<file path="src/rtl/block_table_first_fit_allocator_unit_macros.svh">
// Assertion macros shared by the allocator's top level.
`ifndef BLOCK_TABLE_FIRST_FIT_ALLOCATOR_UNIT_MACROS_SVH
`define BLOCK_TABLE_FIRST_FIT_ALLOCATOR_UNIT_MACROS_SVH

// The consequent must hold in the same cycle as the antecedent.
`define BFA_ASSERT_IMPLIES(label, ante, cons, msg) \
  label: assert property (@(posedge clk) disable iff (rst) (ante) |-> (cons)) \
    else $error(msg);

// The condition must never be seen outside of reset.
`define BFA_ASSERT_NEVER(label, cond, msg) \
  label: assert property (@(posedge clk) disable iff (rst) !(cond)) \
    else $error(msg);

`endif

</file>
<file path="src/rtl/bfa_pkg.sv">
// Shared types, codes and defaults of the first-fit block allocator.
package bfa_pkg;

  localparam int MAX_BLOCKS_DEF = 64;
  localparam int ADDR_WIDTH_DEF = 32;

  localparam int DATA_W    = 32;
  localparam int STATUS_W  = 3;
  localparam int BIU_W     = 7;
  localparam int CFG_IDX_W = 2;

  localparam logic [CFG_IDX_W-1:0] REG_REGION_BASE = 2'd0;
  localparam logic [CFG_IDX_W-1:0] REG_REGION_END  = 2'd1;

  localparam logic FUNC_ALLOC   = 1'b0;
  localparam logic FUNC_RELEASE = 1'b1;

  localparam logic [STATUS_W-1:0] ST_OK         = 3'd0;
  localparam logic [STATUS_W-1:0] ST_NO_SPACE   = 3'd1;
  localparam logic [STATUS_W-1:0] ST_TABLE_FULL = 3'd2;
  localparam logic [STATUS_W-1:0] ST_NOT_FOUND  = 3'd3;
  localparam logic [STATUS_W-1:0] ST_ZERO_SIZE  = 3'd4;

  // Commands from the controller to the datapath.
  typedef struct packed {
    logic                load_item;
    logic                start_search;
    logic                idx_clear;
    logic                idx_inc;
    logic                idx_last;
    logic                capture_slot;
    logic                div_start;
    logic                jump;
    logic                commit_alloc;
    logic                commit_move;
    logic                res_load;
    logic [STATUS_W-1:0] res_status;
  } cmd_t;

  // Status from the datapath to the controller.
  typedef struct packed {
    logic is_release;
    logic size_zero;
    logic table_full;
    logic region_bad;
    logic cand_past;
    logic iter_done;
    logic table_empty;
    logic idx_last;
    logic hit;
    logic jump_fail;
    logic div_done;
  } sts_t;

endpackage

</file>
<file path="src/rtl/bfa_ctrl.sv">
// Controller state machine of the allocator.
module bfa_ctrl (
  input  logic          clk,
  input  logic          rst,
  input  logic          in_valid,
  output logic          in_ready,
  output logic          out_valid,
  input  logic          out_ready,
  input  bfa_pkg::sts_t sts,
  output bfa_pkg::cmd_t cmd
);

  localparam logic [3:0] S_IDLE  = 4'd0;
  localparam logic [3:0] S_CHECK = 4'd1;
  localparam logic [3:0] S_CAND  = 4'd2;
  localparam logic [3:0] S_RD    = 4'd3;
  localparam logic [3:0] S_TST   = 4'd4;
  localparam logic [3:0] S_DIV   = 4'd5;
  localparam logic [3:0] S_MVRD  = 4'd6;
  localparam logic [3:0] S_MVTST = 4'd7;
  localparam logic [3:0] S_DONE  = 4'd8;

  logic [3:0]                   state;
  logic [3:0]                   state_next;
  logic [bfa_pkg::STATUS_W-1:0] res_code;
  logic [bfa_pkg::STATUS_W-1:0] res_code_next;
  logic                         out_valid_next;

  always_comb begin
    state_next     = state;
    res_code_next  = res_code;
    cmd            = '0;
    cmd.res_status = res_code;
    in_ready       = 1'b0;
    case (state)
      S_IDLE: begin
        in_ready = 1'b1;
        if (in_valid) begin
          cmd.load_item = 1'b1;
          state_next    = S_CHECK;
        end
      end
      S_CHECK: begin
        if (sts.is_release) begin
          if (sts.table_empty) begin
            res_code_next = bfa_pkg::ST_NOT_FOUND;
            state_next    = S_DONE;
          end else begin
            cmd.idx_clear = 1'b1;
            state_next    = S_RD;
          end
        end else if (sts.size_zero) begin
          res_code_next = bfa_pkg::ST_ZERO_SIZE;
          state_next    = S_DONE;
        end else if (sts.table_full) begin
          res_code_next = bfa_pkg::ST_TABLE_FULL;
          state_next    = S_DONE;
        end else if (sts.region_bad) begin
          res_code_next = bfa_pkg::ST_NO_SPACE;
          state_next    = S_DONE;
        end else begin
          cmd.start_search = 1'b1;
          state_next       = S_CAND;
        end
      end
      S_CAND: begin
        if (sts.iter_done || sts.cand_past) begin
          res_code_next = bfa_pkg::ST_NO_SPACE;
          state_next    = S_DONE;
        end else if (sts.table_empty) begin
          cmd.commit_alloc = 1'b1;
          res_code_next    = bfa_pkg::ST_OK;
          state_next       = S_DONE;
        end else begin
          cmd.idx_clear = 1'b1;
          state_next    = S_RD;
        end
      end
      S_RD: begin
        state_next = S_TST;
      end
      S_TST: begin
        if (sts.hit) begin
          if (sts.is_release) begin
            cmd.capture_slot = 1'b1;
            cmd.idx_last     = 1'b1;
            state_next       = S_MVRD;
          end else if (sts.jump_fail) begin
            res_code_next = bfa_pkg::ST_NO_SPACE;
            state_next    = S_DONE;
          end else begin
            cmd.div_start = 1'b1;
            state_next    = S_DIV;
          end
        end else if (sts.idx_last) begin
          if (sts.is_release) begin
            res_code_next = bfa_pkg::ST_NOT_FOUND;
          end else begin
            cmd.commit_alloc = 1'b1;
            res_code_next    = bfa_pkg::ST_OK;
          end
          state_next = S_DONE;
        end else begin
          cmd.idx_inc = 1'b1;
          state_next  = S_RD;
        end
      end
      S_DIV: begin
        if (sts.div_done) begin
          cmd.jump   = 1'b1;
          state_next = S_CAND;
        end
      end
      S_MVRD: begin
        state_next = S_MVTST;
      end
      S_MVTST: begin
        cmd.commit_move = 1'b1;
        res_code_next   = bfa_pkg::ST_OK;
        state_next      = S_DONE;
      end
      S_DONE: begin
        if (!out_valid || out_ready) begin
          cmd.res_load = 1'b1;
          state_next   = S_IDLE;
        end
      end
      default: begin
        state_next = S_IDLE;
      end
    endcase
  end

  always_comb begin
    if (cmd.res_load) begin
      out_valid_next = 1'b1;
    end else if (out_ready) begin
      out_valid_next = 1'b0;
    end else begin
      out_valid_next = out_valid;
    end
  end

  always_ff @(posedge clk) begin
    if (rst) begin
      state     <= S_IDLE;
      out_valid <= 1'b0;
    end else begin
      state     <= state_next;
      out_valid <= out_valid_next;
    end
  end

  always_ff @(posedge clk) begin
    res_code <= res_code_next;
  end

endmodule

</file>
<file path="config.mk">
export PLATFORM = sky130hd
export DESIGN_NAME = bfa_ctrl
export DESIGN_NICKNAME = d
export VERILOG_FILES = /design/src/rtl/block_table_first_fit_allocator_unit_macros.svh /design/src/rtl/bfa_pkg.sv /design/src/rtl/bfa_ctrl.sv
export SDC_FILE = /design/constraint.sdc
export NUM_CORES = 1
export LEC_CHECK = 0
export CORE_AREA = 2 2 39 41
export DETAILED_ROUTE_END_ITERATION = 7
export DIE_AREA = 0 0 41 43
export DONT_BUFFER_PORTS = 1
export PLACE_DENSITY_LB_ADDON = 0.25
export SYNTH_ARGS = -nofsm -noshare
export SYNTH_HDL_FRONTEND = slang
export SYNTH_SLANG_ARGS = --single-unit
</file>
<file path="constraint.sdc">
create_clock -name clk -period 2.54 [get_ports clk]
set_clock_uncertainty 0.2 [all_clocks]
set_input_delay 0.254 -clock clk [delete_from_list [all_inputs] [get_ports clk]]
set_output_delay 0.254 -clock clk [all_outputs]
set_load 0.05 [all_outputs]
</file>
After elaboration in Yosys (flattened, before gate mapping)
Cells that the tools add are included. W data, S select, Z words.

Output and inout port bits: 16. Flip-flop bits (word level): 8. Logic and storage cells: 87.

Reduce and logical (&&, ||, !) cells: 8. Multiplexer cells: 59. Equality and inequality tests: 17.

Operators with widths (count): $mux W4 (14); $mux W3 (12); $pmux W4 S9 (1); $mux W1 (27); $eq A4 B3 Y1 const B (4); $ne A3 B3 Y1 const B (5); $pmux W3 S4 (1); $eq A4 B2 Y1 const B (2); $reduce_and A7 Y1 (1); $ne A2 B2 Y1 const B (3); $ne A5 B5 Y1 const B (1); $eq A4 B1 Y1 const B (1); $eq A4 B4 Y1 const B (1); $logic_not A4 Y1 (1); $mux W2 (2); $pmux W1 S2 (2); $reduce_bool A4 Y1 (1); $reduce_and A3 Y1 (1); $logic_or A1 B1 Y1 (2); $reduce_bool A2 Y1 (1); $logic_not A1 Y1 (1).

Depth between registers and ports, before layout
Gate-level depths: netlist of the first run.

Word-level depth: 5. Mapped depth: 6. Depth with buffers taken out: 4.

Worst setup path before layout of the first run
Ideal clock, no wire load.

Kind: reg-to-output. Start point: reg state[2]. End point: out cmd[13] (netlist name). Slack: -0.311 ns. Data arrival time: 2.397 ns. Buffers on the path: 1. Stages on the path, launching flop included: 5. Required time: 2.086 ns. Cells stage by stage: dfxtp_1 -> clkbuf_1 -> or2_1 -> nor3_1 -> and2_1.

RTL lines: start, declared (RTL line bfa_ctrl.sv:23) `logic [3:0] state;`; start signal, assigned (RTL line bfa_ctrl.sv:149) `state <= state_next;`; end, declared (RTL line bfa_ctrl.sv:10) `output bfa_pkg::cmd_t cmd`.

==> results of run 1 <==
[cell type report]
cell class | instances | area, um2
sequential | 8 | 191
multi-input combinational | 67 | 457
tap | 16 | 20.0
timing repair buffer | 12 | 92.6
clock buffer | 4 | 26.3
fill | 137 | 578
inverter | 5 | 18.8
[cell families (layout without fill, tap and decap cells)]
| kind of cell | count (synthesis) | count (layout) | share of synthesized area, % |
|---|---|---|---|
| AND/OR/NAND/NOR | 44 | 44 | 38.4 |
| XOR/XNOR | 1 | 1 | 1.26 |
| flip-flops | 8 | 8 | 27.3 |
| buffers and inverters | 12 | 21 | 8.80 |
| multiplexers | 1 | 1 | 1.62 |
| AO/OA/AOI/OAI | 21 | 21 | 22.6 |
[registers in the layout (all words and copies together) (netlist names)]
register,count
res_code,3
state,4
out_valid,1
[routing by layer]
layer,up-vias,track usage [%],routed length [um]
met5,-,0,0
met4,0,12.0,51
met3,6,3.14,107
met2,29,36.9,876
met1,307,30.9,760
li1,336,-,-
[worst max-delay path by stage]
stage | startpoint | end | slack (ps)
after floorplan | state[2] | cmd[13] | 160
after global placement | state[0] | cmd[11] | 380
after detailed placement | state[0] | cmd[11] | 310
after CTS | state[0] | cmd[11] | 50
after global routing | state[2] | cmd[11] | 100
final | state[2] | cmd[11] | 160
[critical path, stage by stage (launching register included)]
cell and delay (ps):
dfxtp_1 400, or4b_4 600, o32a_4 350, inv_1 330
[layout by cell type, fill, tap and decap left out, types with 2 or more instances in the layout]
cell type / count
nor4b_2: 2
o21ai_0: 3
and2_1: 4
nor3b_1: 2
a31oi_1: 3
buf_4: 11
nor2b_1: 3
edfxtp_1: 3
and3_1: 2
nand2b_1: 4
nand3_1: 2
inv_1: 5
nor2_1: 11
nand2_1: 3
dfxtp_1: 4
nor3_1: 2
clkbuf_4: 3
a21oi_1: 6
[power groups by stage]
stage	clock network, W	registers, W	logic, W
after floorplan	0	0.000174	0.0000994
after global placement	0	0.000182	0.000110
after detailed placement	0	0.000184	0.000113
after CTS	0.000106	0.000180	0.000115
after global routing	0.000113	0.000183	0.000123
final	0.000106	0.000181	0.000116
[Yosys cell counts]
cell type   n  area (um2)
nor2_1     11        41.3
a21oi_1     6        30.0
dfxtp_1     5         100
inv_1       5        18.8
and2_1      4        25.0
nand2b_1    4        25.0
a31oi_1     3        18.8
clkbuf_1    3        11.3
edfxtp_1    3        90.1
nand2_1     3        11.3
nor2b_1     3        18.8
nor3_1      3        15.0
o21ai_0     3        15.0
and3_1      2        12.5
buf_4       2        15.0
nand3_1     2        10.0
nor3b_1     2        15.0
nor4b_1     2        17.5
a211o_1     1        8.76
a211oi_1    1        7.51
a21o_1      1        7.51
a32o_1      1        10.0
buf_2       1        5.00
buf_6       1        11.3
mux2_2      1        11.3
nand3b_1    1        7.51
nand4_1     1        6.26
nor4b_2     1        15.0
o22a_1      1        8.76
o2bb2a_2    1        11.3
o31ai_1     1        7.51
o32a_1      1        10.0
o32a_4      1        22.5
or2_1       1        6.26
or3_1       1        6.26
or4_4       1        11.3
or4b_1      1        10.0
or4b_4      1        13.8
xnor2_1     1        8.76
[per-stage QoR]
step / std cells / total power [W] / hold slack [ps] / util (%)
after global routing: 112 / 0.000420 / 8.18 / 58.2
final: 112 / 0.000403 / 6.40 / 58.2
after CTS: 112 / 0.000401 / 5.34 / 58.1
after global placement: 107 / 0.000292 / 125 / 55.5
after detailed placement: 107 / 0.000296 / 126 / 55.5
after floorplan: 87 / 0.000274 / 123 / -
[what timing repair did]
item                                    in CTS  in global routing
resized for setup                            0                  1
hold endpoints to repair                     4                  0
endpoints found under the setup margin       0                  1
hold buffers                                 1                  0
==> results.cfg, run 1 <==
[placed_design]
post-place-ws_ps = 308
hpwl_um = 1460
gp_congestion = 0.961
place_area_um2 = 768
port-buffer-count = 0

[clock_tree]
clockRootBuffer = clkbuf_4
post-cts-setup-buffers = 0
htreeDepth = 1
cts_buffer_depth = 2
cts.clk_slew.worst_paths_ps = 60
cts_tree = yes
clock_latency_ps = 250
clkSinkCount = 8
numCtsBuffers = 3

[detailed_routing]
routedWlPerCell_um = 16.0
drtIter0Drc = 14
vias = 678
drc = 0
first_pass_iters = 4
detail_route.vias_per_cell = 6.05
wl_um = 1800
detail-route-antenna-nets = 0

[global_routing]
first_global_vias = 661
antenna_found_initial = 0
grt_usage_pct = 23.9
grt_start_max_net_pins = 15
grt_first_pass_wirelength_um = 2900
gr-total-overflow = 0

[synth]
ys_warn_count = 0
syn-num-nets = 102
seq_area_frac_synth_pct = 27.3
ys_types = 39
syn-mean-instance-area_um2 = 8.01
synthCells = 87
ys_seq_elements = 8
syn-cell-area_um2 = 697

[worst_setup_path]
crit_required_ps = 2090
reg2reg_slack_ps = 500
r2r_start = state[3]
cp-end-kind = primary output
ff2ff_path_depth = 6
arrival_ps = 1930
cp_max_fo = 12
rr_endpoint = state[0]
path_class = reg -> out
cp-start-kind = flop

[run_status]
status = finished clean

[pwr]
clockPowerShare_pct = 26.3
pwr-share-seq_pct = 44.9
ir_drop_mv = 0.224
p_leak_nw = 0.318
internal-power_w = 0.000252
p_per_area_nw_per_um2 = 500
p_comb_share_pct = 28.8
p_sw_w = 0.000151
swShare_pct = 37.5

[sta]
finalHoldViolations = 0
period_share_pct = 93.8
maxSlewHeadroom_pct = 67.0
worst_pin_slew_ps = 494
max_freq_mhz = 420
setup_tns_ps = 0
setup_viol = 0
maxSlewViolCount = 0
finalWorstPathRequiredPeriod_ps = 2380
finalWorstSetupSlack_ps = 157
rsz0062_at_grt = false

[min_path]
hold-path-endpoint = res_code[2]
hp-class = in -> reg
whs_path_depth = 1
min-delay-start = sts[10]

[final_layout]
antenna_cells = 0
stdcell_area_um2 = 806
drive_gt1_share_pct = 24.0
fin_nets = 112
syn2layout_area_growth_pct = 15.6

[floorplan]
rows = 14
core_um2 = 1380
die_h_um = 43
initial_core_util_pct = 50.4
io_pins = 31
die_area_um2 = 1760
die_w_um = 41

[job]
maxCapViolations = 0
No activity file was read; power rests on OpenSTA's default activity.
==> run 2: changes to the inputs <==
- SETUP_SLACK_MARGIN: not set -> 0.2
==> run 2 against run 1 <==
  * Final cell count is the same
  * Via count grew 1.0%
  * Final area grew 1.6%
  * Clock power is essentially flat
  * Count of clock-buffer cells in the layout is the same
  * Hold slack lost 1.3 ps
  * Sequential power is essentially flat
  * Non-clock buffer count is the same
  * Total power grew 0.68%
  * Global-route usage is the same
==> results.cfg, run 2 (synthesis gave the netlist of run 1 again) <==
[pwr]
ir_drop_mv = 0.221
p_leak_nw = 0.309
finalPower_w = 0.000405
p_per_area_nw_per_um2 = 496

[global_routing]
grt_first_pass_wirelength_um = 2900
grt_usage_pct = 23.9
grt_start_max_net_pins = 15
first_global_vias = 661
antenna_found_initial = 0
gr-total-overflow = 0

[final_layout]
antenna_cells = 0
n_fill_cell = 133
stdcell_area_um2 = 818
largest_reg_flops = 4
regMostFlops = state
fin_nets = 112
drive_gt1_share_pct = 25.0
syn2layout_area_growth_pct = 17.4
most-common-layout-cells = nor2_1, buf_4, a21oi_1
layoutNonFillerInstCount = 112
final_util_pct = 59.1
top_regs = state: 4 flops, res_code: 3 flops, out_valid: 1 flops

[sta]
setup_viol = 0
worst_pin_slew_ps = 494
maxSlewHeadroom_pct = 67.0
finalWorstPathRequiredPeriod_ps = 2280
max_freq_mhz = 438
setup_tns_ps = 0
period_share_pct = 89.9
maxSlewViolCount = 0
finalHoldViolations = 0
rsz0062_at_grt = false

[worst_setup_path]
cp-end-kind = primary output
crit_required_ps = 2090
ff2ff_path_depth = 4
path_class = reg -> out
cp_max_fo = 12
arrival_ps = 1830
cp-start-kind = flop

[detailed_routing]
drc = 0
detail_route.vias_per_cell = 6.12
wl_um = 1820
drtIter0Drc = 13
first_pass_iters = 4
vias = 685
routedWlPerCell_um = 16.3
detail-route-antenna-nets = 0

[min_path]
whs_path_depth = 1
hp-class = in -> reg

[run_status]
status = finished clean

[floorplan]
initial_core_util_pct = 50.4
die_area_um2 = 1760
core_um2 = 1380
die_w_um = 41
die_h_um = 43
io_pins = 31
rows = 14

[placed_design]
gp_congestion = 0.961
place_area_um2 = 768
placed_cells = 107
port-buffer-count = 0
hpwl_um = 1460

[clock_tree]
cts.clk_slew.worst_paths_ps = 60
numCtsBuffers = 3
clock_latency_ps = 250
cts_tree = yes
htreeDepth = 1
clockRootBuffer = clkbuf_4
cts_buffer_depth = 2
clkSinkCount = 8

[job]
maxCapViolations = 0
## run 2: layout make-up
class                      instances  area [um2]  area share (%)
multi-input combinational         67         465            56.9
inverter                           5        22.5            2.75
timing repair buffer              12        92.6            11.3
tap                               16        20.0            2.45
clock buffer                       4        26.3            3.21
sequential                         8         191            23.4
## run 2: what timing repair did
item / 4_1_cts / 5_1_grt
buffers inserted: 0 / 0
setup endpoints to repair: 1 / 2
hold buffers: 1 / 0
resized for setup: 2 / 1
cloned: 0 / 0
endpoints found under the hold margin: 4 / 0
## run 2: critical path, cell delays in order, from the launching register on
cell and delay, ps:
dfxtp_1 410, or4b_4 600, o32a_4 360, clkinvlp_4 200
## run 2: path summary, 6_finish.rpt
check | from | to | slack [ps]
min | sts[10] | res_code[2] | 5
min reg2reg | state[3] | state[3] | 420
max reg2reg | state[2] | res_code[1] | 510
max | state[2] | cmd[11] | 260
## run 2: routing by layer
layer  up-vias  track usage (%)  wire length (um)  share of wire, %
li1        336                -                 -                 -
met1       316             30.9               780                43
met2        27             36.9               893                49
met3         6             3.14                93               5.1
met4         0             12.0                52               2.9
met5         -                0                 0                 0
## run 2: per-stage QoR
stage	hold WS, ps	setup slack (ps)
after floorplan	123	161
after global placement	125	385
after detailed placement	126	308
after CTS	5.34	272
after global routing	8.18	212
final	5.07	256
## run 2: where the power goes
| part | internal, W | switching (W) | total, W |
|---|---|---|---|
| clock | 0.0000603 | 0.0000461 | 0.000106 |
| combinational | 0.0000453 | 0.0000721 | 0.000117 |
| sequential | 0.000146 | 0.0000354 | 0.000182 |
